--- config.mk ---
export PLATFORM = sky130hd
export DESIGN_NAME = lc3_ctrl
export DESIGN_NICKNAME = d
export VERILOG_FILES = /design/src/rtl/lc3_pkg.sv /design/src/rtl/lc3_ctrl.sv
export SDC_FILE = /design/constraint.sdc
export NUM_CORES = 1
export LEC_CHECK = 0
export BUFFER_PORTS_ARGS = -buffer_cell sky130_fd_sc_hd__clkbuf_2
export CELL_PAD_IN_SITES_DETAIL_PLACEMENT = 0
export CELL_PAD_IN_SITES_GLOBAL_PLACEMENT = 1
export CORE_UTILIZATION = 31
export CTS_CLUSTER_DIAMETER = 200
export DETAILED_ROUTE_END_ITERATION = 6
export MAX_ROUTING_LAYER = met4
export PLACE_DENSITY_LB_ADDON = 0.05
export SYNTH_ARGS = -nofsm -noshare
export SYNTH_HDL_FRONTEND = slang
export SYNTH_SLANG_ARGS = --single-unit
--- constraint.sdc ---
create_clock -name clock -period 3.3 [get_ports clock]
set_input_delay 0.825 -clock clock [delete_from_list [all_inputs] [get_ports clock]]
set_output_delay 0.825 -clock clock [all_outputs]
set_load 0.02 [all_outputs]
--- src/rtl/lc3_pkg.sv ---
// Shared types and constants for the LC-3 instruction executor.
// Used by lc3_ctrl, lc3_dp and lc3_instruction_executor_unit; no dependencies.
`timescale 1ns / 1ps
`default_nettype none

package lc3_pkg;

   localparam logic [15:0] PC_RESET  = 16'h3000;
   localparam logic [15:0] KBSR_ADDR = 16'hFE00;
   localparam logic [15:0] KBDR_ADDR = 16'hFE02;

   localparam logic [1:0] ACT_WRITE   = 2'd0;
   localparam logic [1:0] ACT_EXEC    = 2'd1;
   localparam logic [1:0] ACT_RESTART = 2'd2;
   localparam logic [1:0] ACT_UNUSED  = 2'd3;

   localparam logic [3:0] OPC_BR   = 4'd0;
   localparam logic [3:0] OPC_ADD  = 4'd1;
   localparam logic [3:0] OPC_LD   = 4'd2;
   localparam logic [3:0] OPC_ST   = 4'd3;
   localparam logic [3:0] OPC_JSR  = 4'd4;
   localparam logic [3:0] OPC_AND  = 4'd5;
   localparam logic [3:0] OPC_LDR  = 4'd6;
   localparam logic [3:0] OPC_STR  = 4'd7;
   localparam logic [3:0] OPC_NOT  = 4'd9;
   localparam logic [3:0] OPC_LDI  = 4'd10;
   localparam logic [3:0] OPC_STI  = 4'd11;
   localparam logic [3:0] OPC_JMP  = 4'd12;
   localparam logic [3:0] OPC_LEA  = 4'd14;
   localparam logic [3:0] OPC_TRAP = 4'd15;

   localparam logic [7:0] VEC_GETC  = 8'h20;
   localparam logic [7:0] VEC_OUT   = 8'h21;
   localparam logic [7:0] VEC_PUTS  = 8'h22;
   localparam logic [7:0] VEC_IN    = 8'h23;
   localparam logic [7:0] VEC_PUTSP = 8'h24;
   localparam logic [7:0] VEC_HALT  = 8'h25;

   localparam logic [2:0] FLAG_N = 3'b100;
   localparam logic [2:0] FLAG_Z = 3'b010;
   localparam logic [2:0] FLAG_P = 3'b001;

   typedef struct packed {
      logic [1:0]  action;
      logic [15:0] address;
      logic [15:0] data;
      logic        key_ready;
      logic [7:0]  key_char;
   } req_type;

   typedef struct packed {
      logic [7:0] out_char;
      logic       out_valid;
      logic       halted;
      logic       bad_opcode;
      logic       truncated;
      logic       last;
   } rsp_type;

   typedef enum logic [4:0] {
      OP_NONE,
      OP_CLEAR,
      OP_LATCH,
      OP_WRITE_REQ,
      OP_RESTART,
      OP_FETCH,
      OP_IR_LOAD,
      OP_EXEC,
      OP_LOAD_WB,
      OP_READ_IND,
      OP_STORE_IND,
      OP_TRAP,
      OP_STR_READ,
      OP_STR_WORD,
      OP_PUSH_LO,
      OP_PUSH_LO_INC,
      OP_PUSH_HI_INC,
      OP_SPTR_INC,
      OP_SET_TRUNC,
      OP_BUF_READ,
      OP_RSP_CHAR,
      OP_RSP_STATUS
   } dp_op_type;

   typedef struct packed {
      dp_op_type op;
   } dp_cmd_type;

   typedef struct packed {
      logic [3:0] opcode;
      logic [7:0] trap_vec;
      logic [1:0] action;
      logic       halted;
      logic       clear_done;
      logic       word_zero;
      logic       hi_zero;
      logic       buf_full;
      logic       buf_empty;
      logic       emit_last;
   } dp_status_type;

endpackage

`default_nettype wire

--- src/rtl/lc3_ctrl.sv ---
// LC-3 controller: sequences memory clear, item dispatch, instruction steps and result output.
// Commands lc3_dp through lc3_pkg::dp_cmd_type; depends on lc3_pkg.
`timescale 1ns / 1ps
`default_nettype none

module lc3_ctrl (
   input  wire logic                   clock,
   input  wire logic                   reset,
   input  wire logic                   start,
   input  wire lc3_pkg::dp_status_type status,
   output logic                        busy,
   output lc3_pkg::dp_cmd_type         cmd
);
   import lc3_pkg::*;

   typedef enum logic [4:0] {
      ST_CLEAR,
      ST_IDLE,
      ST_DISPATCH,
      ST_FETCH,
      ST_IR,
      ST_EXEC,
      ST_LOAD_WB,
      ST_IND,
      ST_STI,
      ST_TRAP,
      ST_STR_RD,
      ST_STR_WORD,
      ST_STR_LO,
      ST_STR_HI,
      ST_RESP,
      ST_EMIT
   } state_type;

   state_type state_ff, state_in;

   always_comb begin
      state_in = state_ff;
      cmd.op   = OP_NONE;
      unique case (state_ff)
         ST_CLEAR: begin
            cmd.op = OP_CLEAR;
            if (status.clear_done) begin
               state_in = ST_IDLE;
            end
         end
         ST_IDLE: begin
            if (start) begin
               cmd.op   = OP_LATCH;
               state_in = ST_DISPATCH;
            end
         end
         ST_DISPATCH: begin
            state_in = ST_RESP;
            priority if (status.action == ACT_WRITE) begin
               cmd.op = OP_WRITE_REQ;
            end else if (status.action == ACT_RESTART) begin
               cmd.op = OP_RESTART;
            end else if (status.action == ACT_EXEC && !status.halted) begin
               state_in = ST_FETCH;
            end else begin
               cmd.op = OP_NONE;
            end
         end
         ST_FETCH: begin
            cmd.op   = OP_FETCH;
            state_in = ST_IR;
         end
         ST_IR: begin
            cmd.op   = OP_IR_LOAD;
            state_in = ST_EXEC;
         end
         ST_EXEC: begin
            cmd.op = OP_EXEC;
            priority if (status.opcode == OPC_LD || status.opcode == OPC_LDR) begin
               state_in = ST_LOAD_WB;
            end else if (status.opcode == OPC_LDI) begin
               state_in = ST_IND;
            end else if (status.opcode == OPC_STI) begin
               state_in = ST_STI;
            end else if (status.opcode == OPC_TRAP) begin
               state_in = ST_TRAP;
            end else begin
               state_in = ST_RESP;
            end
         end
         ST_LOAD_WB: begin
            cmd.op   = OP_LOAD_WB;
            state_in = ST_RESP;
         end
         ST_IND: begin
            cmd.op   = OP_READ_IND;
            state_in = ST_LOAD_WB;
         end
         ST_STI: begin
            cmd.op   = OP_STORE_IND;
            state_in = ST_RESP;
         end
         ST_TRAP: begin
            cmd.op = OP_TRAP;
            if (status.trap_vec == VEC_PUTS || status.trap_vec == VEC_PUTSP) begin
               state_in = ST_STR_RD;
            end else begin
               state_in = ST_RESP;
            end
         end
         ST_STR_RD: begin
            cmd.op   = OP_STR_READ;
            state_in = ST_STR_WORD;
         end
         ST_STR_WORD: begin
            cmd.op   = OP_STR_WORD;
            state_in = ST_STR_LO;
         end
         ST_STR_LO: begin
            priority if (status.word_zero) begin
               state_in = ST_RESP;
            end else if (status.buf_full) begin
               cmd.op   = OP_SET_TRUNC;
               state_in = ST_RESP;
            end else if (status.trap_vec == VEC_PUTS) begin
               cmd.op   = OP_PUSH_LO_INC;
               state_in = ST_STR_RD;
            end else begin
               cmd.op   = OP_PUSH_LO;
               state_in = ST_STR_HI;
            end
         end
         ST_STR_HI: begin
            priority if (status.hi_zero) begin
               cmd.op   = OP_SPTR_INC;
               state_in = ST_STR_RD;
            end else if (status.buf_full) begin
               cmd.op   = OP_SET_TRUNC;
               state_in = ST_RESP;
            end else begin
               cmd.op   = OP_PUSH_HI_INC;
               state_in = ST_STR_RD;
            end
         end
         ST_RESP: begin
            if (status.buf_empty) begin
               cmd.op   = OP_RSP_STATUS;
               state_in = ST_IDLE;
            end else begin
               cmd.op   = OP_BUF_READ;
               state_in = ST_EMIT;
            end
         end
         ST_EMIT: begin
            cmd.op   = OP_RSP_CHAR;
            state_in = status.emit_last ? ST_IDLE : ST_RESP;
         end
         default: begin
            state_in = ST_IDLE;
         end
      endcase
   end

   always_ff @(posedge clock) begin
      if (reset) begin
         state_ff <= ST_CLEAR;
      end else begin
         state_ff <= state_in;
      end
   end

   assign busy = (state_ff != ST_IDLE);

`ifndef ASSERT_OFF
   a_busy_rise: assert property (@(posedge clock) disable iff (reset)
      $rose(busy) |-> $past(start))
      else $error("busy rose without a start");
   a_status_done: assert property (@(posedge clock) disable iff (reset)
      cmd.op == OP_RSP_STATUS |=> !busy)
      else $error("status result did not end the item");
   a_emit_read: assert property (@(posedge clock) disable iff (reset)
      cmd.op == OP_RSP_CHAR |-> $past(cmd.op) == OP_BUF_READ)
      else $error("char result without buffer read");
`endif

endmodule

`default_nettype wire

Word level (Yosys, flattened, before mapping)
Cells that the tools add are included.
- register bits after elaboration: 5
- input port bits: 24
- output and inout port bits: 6
- equality and inequality tests: 27
- muxes and demuxes: 28
- reduce and logical (&&, ||, !) cells: 8
- operators with widths (cell ; number):
    $pmux W5 S16 ; 1
    $pmux W5 S15 ; 1
    $eq A5 B4 Y1 const B ; 8
    $mux W3 ; 11
    $mux W4 ; 7
    $eq A5 B3 Y1 const B ; 4
    $mux W5 ; 4
    $eq A8 B6 Y1 const B ; 2
    $eq A4 B4 Y1 const B ; 3
    $eq A5 B2 Y1 const B ; 2
    $mux W2 ; 3
    $eq A5 B1 Y1 const B ; 1
    $logic_not A5 Y1 ; 1
    $ne A5 B1 Y1 const B ; 1
    $eq A4 B2 Y1 const B ; 1
    $eq A4 B3 Y1 const B ; 1
    $ne A2 B2 Y1 const B ; 2
    $eq A2 B1 Y1 const B ; 1
    $eq A2 B2 Y1 const B ; 1
    $logic_not A2 Y1 ; 1
    $logic_or A1 B1 Y1 ; 2
    $reduce_and A2 Y1 ; 1
    $reduce_or A2 Y1 ; 1
    $logic_and A1 B1 Y1 ; 1
    other kinds (2) ; 2

Longest topological paths before layout
Gate-level depths: netlist (run 1).
- word-level depth: 6
- gate-level depth with buffers: 6

Worst setup path before layout (run 1)
OpenSTA, ideal clock, no wires.
- path kind: input to output
- start point: in status[9] in the netlist's numbering
- end point: out cmd[0] in the netlist's numbering
- arrival: 2141 ps
- required time: 2475 ps
- setup slack: 334 ps
- stages on the path: 4
- buffers on the path: 0
- path through: or4b_4 -> or4_4 -> nor2_1 -> or3_1
- RTL lines (item ; RTL line ; RTL):
    from (decl) ; lc3_ctrl.sv:10 ; input wire lc3_pkg::dp_status_type status,
    to (decl) ; lc3_ctrl.sv:12 ; output lc3_pkg::dp_cmd_type cmd

==> impl_metrics.toml, run 1 <==
[outcome]
outcome = "completed"

[synthesis]
synth.distinct_cells = 42
ys_seq_area_share_pct = 11.4
yosys_register_bits = 4
async_flop_share_pct = 0
syn-cell-area_um2 = 704
syn-instance-count = 105
synth.top_cells.by_area = "dfxtp_1, nor2b_1, o21ai_0"
avgSynthCellArea_um2 = 6.71
yosys.area.top_type = "dfxtp_1"
synth_edf_count = 0
synth_flop_cell = "dfxtp_1"
synth_top_area_share_pct = 11.4
synth_warnings = 0
synth_nets = 129

[drt]
first_pass_iters = 4
vias = 876
wl_per_cell_um = 13.1
viasPerCell = 5.51
drc = 0
drtAntennaViolNets = 0
first_iter_violations = 12
drt-total-wl_um = 2080

[timing]
slew_violations = 0
period_share_pct = 95.7
rsz0062_at_grt = "no"
fin_ws_ns = 0.141
setup_viol = 0
tns_ns = 0
tightest_slew_ns = 0.641
hold_violations = 0
max_freq_mhz = 317
skew_ns = 0.00504
post-route-min-period_ns = 3.16
relSlewSlack_pct = 57.2

[floorplanning]
die_area_mm2 = 0.00247
die_x_um = 49.7
ios = 30
coreArea_mm2 = 0.00204
die_h_um = 49.7
rows = 16
initial_core_util_pct = 34.5

[cells_and_area]
antenna_cells = 0
final_util_pct = 43.4
reg_top3 = "state_ff: 4 flops"
largest-register = "state_ff"
largest_register_ffs = 4
layout_commonest_cell = "clkbuf_2"
drive_gt1_share_pct = 31.8
area_delta_synth_final_pct = 25.8
final_cell_mix = "clkbuf_2, o21ai_0"
nets = 158

[cts]
tritoncts = "yes"
cts.repair.resized = 0
cts_buffers = 3
clk_latency_ns = 0.23
clkSinkCount = 4
path_clk_slew_ns = 0.04
cts.path.max_buffers = 2
root_buffer = "clkbuf_4"
h-tree-depth = 1
ctsHoldBuffers = 0
cts_setup_buffers = 0

[setup_path]
path_cells = "clkbuf_2 > or4b_4 > or4_4 > nor2_1 > or3_1 > clkbuf_2"
worstPathBufferInverterCount = 2
worstPathRequired_ns = 2.47
critical_path_class = "primary input to output port"
startpoint_type = "primary input"
cpLargestDelayFamily = "simple AND/OR/NAND/NOR gates"
cp_common_cell = "clkbuf_2"
max_stage_delay_ns = 0.53
crit_path_end_kind = "output port"
slowest_stage = "or4b_4"
crit_arrival_ns = 2.33
crit_fanout = 3

[job]
max-cap-violations = 0

[power]
ir_drop_mv = 0.129
leakagePower_nw = 0.345
powerDensity_mw_per_mm2 = 234
p_total_w = 0.000207

[global_routing]
grt.total_usage_pct = 17.8
grt_pass1_wl_um = 3370
antenna_found_initial = 0
grt-ovfl-total = 0
grt_start_max_net_pins = 23
grt_pass1_vias = 765

[placement]
preCtsSetupSlack_ns = 0.137
dp_hpwl_um = 1650
port_buffers = 29
gp_congestion = 0.847

[worst_hold_path]
hp-class = "flip-flop to flip-flop"
==> routing by layer <==
layer | GRT usage, % | share of wire [%] | vias up
met5 | - | 0 | -
met2 | 28.6 | 47 | 28
met3 | 2.16 | 5.1 | 0
met1 | 24.2 | 47 | 398
met4 | 2.86 | 0 | 0
li1 | - | - | 450
==> final cells by class <==
class / instances / area (um^2)
well taps: 27 / 33.8
repair buffers: 32 / 168
multi-input cells: 89 / 567
clock buffers: 3 / 22.5
inverters: 4 / 15.0
fillers: 243 / 1160
flip-flops and latches: 4 / 80.1
==> synthesized netlist by cell type (all sizes together), types with 2 or more instances <==
library cell and instances:
a21oi 9, a31oi 3, a311oi 2, nand2b 4, nand2 8, dfxtp 4
clkbuf 7, o21ai 9, or3 2, nor3 3, inv 4, o31a 3
nor2b 8, nor2 8, nand3 2, or4 2, nor4 2, o211ai 5
==> through the flow <==
stage / hold WS, ns / instance area (um^2) / cells
2_1_floorplan: 0.695 / 704 / 105
3_3_place_gp: 0.728 / 863 / 156
3_5_place_dp: 0.725 / 863 / 156
4_1_cts: 0.737 / 886 / 159
5_1_grt: 0.765 / 886 / 159
6_report: 0.721 / 886 / 159
==> kinds of logic after synthesis <==
group	count (synthesis)	synth area share, %
xor gates and xnor gates	2	2.49
DFF	4	11.4
AOI/OAI and AO/OA	39	36.9
and+or+nand+nor	48	41.0
buffers and inverters	12	8.17
==> worst paths after layout <==
path | from | to | slack (ns) | cells after the start
max | status[9] | cmd[0] | 0.14 | 6
min reg2reg | state_ff[1] | state_ff[3] | 0.72 | 2
max reg2reg | state_ff[2] | state_ff[0] | 1.35 | 5
min | state_ff[1] | state_ff[3] | 0.72 | 2
==> worst min-delay path, delay by kind of cell (launching register included) <==
family         cells  cell delay, ns
flip-flops         1            0.43
AO/OA/AOI/OAI      2            0.24
==> power breakdown <==
group / switching, W / internal, W / leakage (nW)
Clock: 0.0000185 / 0.0000406 / 0.0138
Sequential: 0.0000114 / 0.0000514 / 0.0326
Combinational: 0.0000461 / 0.0000393 / 0.299
Total: 0.0000760 / 0.000131 / 0.345
Power figures use the tool's default switching activity.
==> inputs of run 2 (changes only) <==
--- a/config.mk
+++ b/config.mk
@@ -5,10 +5,11 @@
 export SDC_FILE = /design/constraint.sdc
 export NUM_CORES = 1
 export LEC_CHECK = 0
+export ABC_AREA = 1
 export BUFFER_PORTS_ARGS = -buffer_cell sky130_fd_sc_hd__clkbuf_2
 export CELL_PAD_IN_SITES_DETAIL_PLACEMENT = 0
 export CELL_PAD_IN_SITES_GLOBAL_PLACEMENT = 1
-export CORE_UTILIZATION = 31
+export CORE_UTILIZATION = 28
 export CTS_CLUSTER_DIAMETER = 200
 export DETAILED_ROUTE_END_ITERATION = 6
 export MAX_ROUTING_LAYER = met4
==> run 2 against run 1 <==
Combinational power grew to 4.9 times the previous value. Maximum frequency increased by 20%. Global-route usage up 1.6 points. First-iteration DRC count is 75% higher. Utilization shrank 4.0 points. Die area grew 7.3%. Largest cell class unchanged. Largest power group unchanged.
==> impl_metrics.toml, run 2 <==
[outcome]
outcome = "completed"

[global_routing]
grt_start_max_net_pins = 8
grt-ovfl-total = 0
grt_pass1_wl_um = 3770
antenna_found_initial = 0
grt.total_usage_pct = 19.4
grt_pass1_vias = 919

[power]
clkPwrFrac_pct = 10.3
leakagePower_nw = 0.535
powerDensity_mw_per_mm2 = 648
intPower_w = 0.000249
ir_drop_mv = 0.304
power.share.sequential_pct = 16.2
combPwrFrac_pct = 73.4
p_sw_w = 0.000326
p_total_w = 0.000575
swShare_pct = 56.7

[cells_and_area]
reg_top3 = "state_ff: 4 flops"
final_cell_mix = "nand2_1, clkbuf_2, nor2_1"
final_util_pct = 39.3
drive_gt1_share_pct = 19.9
largest_register_ffs = 4
final_area_um2 = 887
fill_cells = 289
layout_commonest_cell = "nand2_1"
nets = 202
area_delta_synth_final_pct = 29.6
largest-register = "state_ff"
antenna_cells = 0

[placement]
dpl_cell_area_um2 = 865
port_buffers = 29
gp_congestion = 0.964
preCtsSetupSlack_ns = 0.805
dp_hpwl_um = 1830

[synthesis]
synth_flop_cell = "dfxtp_1"
synth.distinct_cells = 16
yosys.area.top_type = "nand2_1"
yosysMostFrequentCell = "nand2_1"
synth_edf_count = 0
synth_top_area_share_pct = 26.3
yosys_register_bits = 4
ys_seq_area_share_pct = 11.7
synth.top_cells.by_area = "nand2_1, nor2_1, inv_1"
syn-instance-count = 144
syn-cell-area_um2 = 684
synth_warnings = 0
async_flop_share_pct = 0
avgSynthCellArea_um2 = 4.75
synthTopCellsByCount = "nand2_1, nor2_1, inv_1, nand3_1, a21oi_1"
synth_nets = 168

[floorplanning]
die_x_um = 51.4
die_area_mm2 = 0.00265
coreArea_mm2 = 0.00225
rows = 17
initial_core_util_pct = 30.4
die_h_um = 51.4
ios = 30

[drt]
viasPerCell = 4.72
drt-total-wl_um = 2150
vias = 962
wl_per_cell_um = 10.5
first_iter_violations = 21
drc = 0
first_pass_iters = 4
drtAntennaViolNets = 0

[cts]
root_buffer = "clkbuf_4"
ctsHoldBuffers = 0
cts.path.max_buffers = 2
path_clk_slew_ns = 0.04
clk_latency_ns = 0.23
tritoncts = "yes"
cts_setup_buffers = 0
cts.repair.resized = 0
clkSinkCount = 4
h-tree-depth = 1
cts_buffers = 3

[timing]
rsz0062_at_grt = "no"
period_share_pct = 79.7
post-route-min-period_ns = 2.63
max_freq_mhz = 380
slew_violations = 0
hold_violations = 0
fin_ws_ns = 0.670
tightest_slew_ns = 0.458
setup_viol = 0
skew_ns = 0.00257
tns_ns = 0
relSlewSlack_pct = 69.3

[setup_path]
critical_path_class = "flip-flop to output port"
slowest_stage = "nor2_1"
crit_arrival_ns = 1.80
startpoint_type = "flip-flop"
worstPathBufferInverterCount = 2
worstPathRequired_ns = 2.47
crit_path_end_kind = "output port"
max_stage_delay_ns = 0.40
cpLargestDelayFamily = "simple AND/OR/NAND/NOR gates"
cp_common_cell = "nand2_1"
path_cells = "nor2_1 > nand2_1 > inv_1 > nand2_1 > o211ai_1 > clkbuf_2"
crit_fanout = 7

[worst_hold_path]
hp-class = "flip-flop to flip-flop"

[job]
max-cap-violations = 0
## run 2: area by class of cell
class | count | area [um^2] | share of cell area [%]
multi-input cells | 114 | 507 | 57.1
repair buffers | 29 | 145 | 16.4
inverters | 26 | 97.6 | 11.0
flip-flops and latches | 4 | 80.1 | 9.03
well taps | 28 | 35.0 | 3.95
clock buffers | 3 | 22.5 | 2.54
## run 2: worst register-to-register path: cells and delay by family, from the launching register on
kind,cells,cell delay (ns)
AO/OA/AOI/OAI,2,0.24
buffers and inverters,1,0.07
flip-flops,1,0.39
AND/OR/NAND/NOR,4,0.72
## run 2: final timing paths
| path | startpoint | end | slack [ns] | cells after the start |
|---|---|---|---|---|
| hold reg to reg | state_ff[2] | state_ff[3] | 0.76 | 4 |
| setup / recovery | state_ff[1] | cmd[0] | 0.67 | 6 |
| hold / removal | state_ff[2] | state_ff[3] | 0.76 | 4 |
| setup reg to reg | state_ff[1] | state_ff[0] | 1.83 | 7 |
## run 2: cell families (layout without fill, tap and decap cells)
| logic type | after synthesis | in the layout | share of synthesized area, % |
|---|---|---|---|
| buffers and inverters | 26 | 58 | 14.3 |
| AOI/OAI and AO/OA | 18 | 18 | 14.8 |
| DFF | 4 | 4 | 11.7 |
| and+or+nand+nor | 96 | 96 | 59.2 |
## run 2: per-stage QoR
stage,hold slack (ns),std cells
floorplan,0.661,144
global placement,0.741,201
detailed placement,0.756,201
CTS,0.762,204
global route,0.804,204
finish,0.765,204
## run 2: power groups by stage
stage	logic [W]	clock network, W	registers (W)
2_1_floorplan	0.000299	0	0.0000871
3_3_place_gp	0.000428	0	0.0000933
3_5_place_dp	0.000421	0	0.0000935
4_1_cts	0.000425	0.0000627	0.0000926
5_1_grt	0.000478	0.0000683	0.0000962
6_report	0.000422	0.0000593	0.0000934
## run 2: layer usage
layer	routed length [um]	global-route usage, %	vias to the layer above
met5	0	-	-
met4	19	8.11	0
met3	134	2.38	2
met2	952	29.9	31
met1	1040	25.4	413
li1	-	-	516
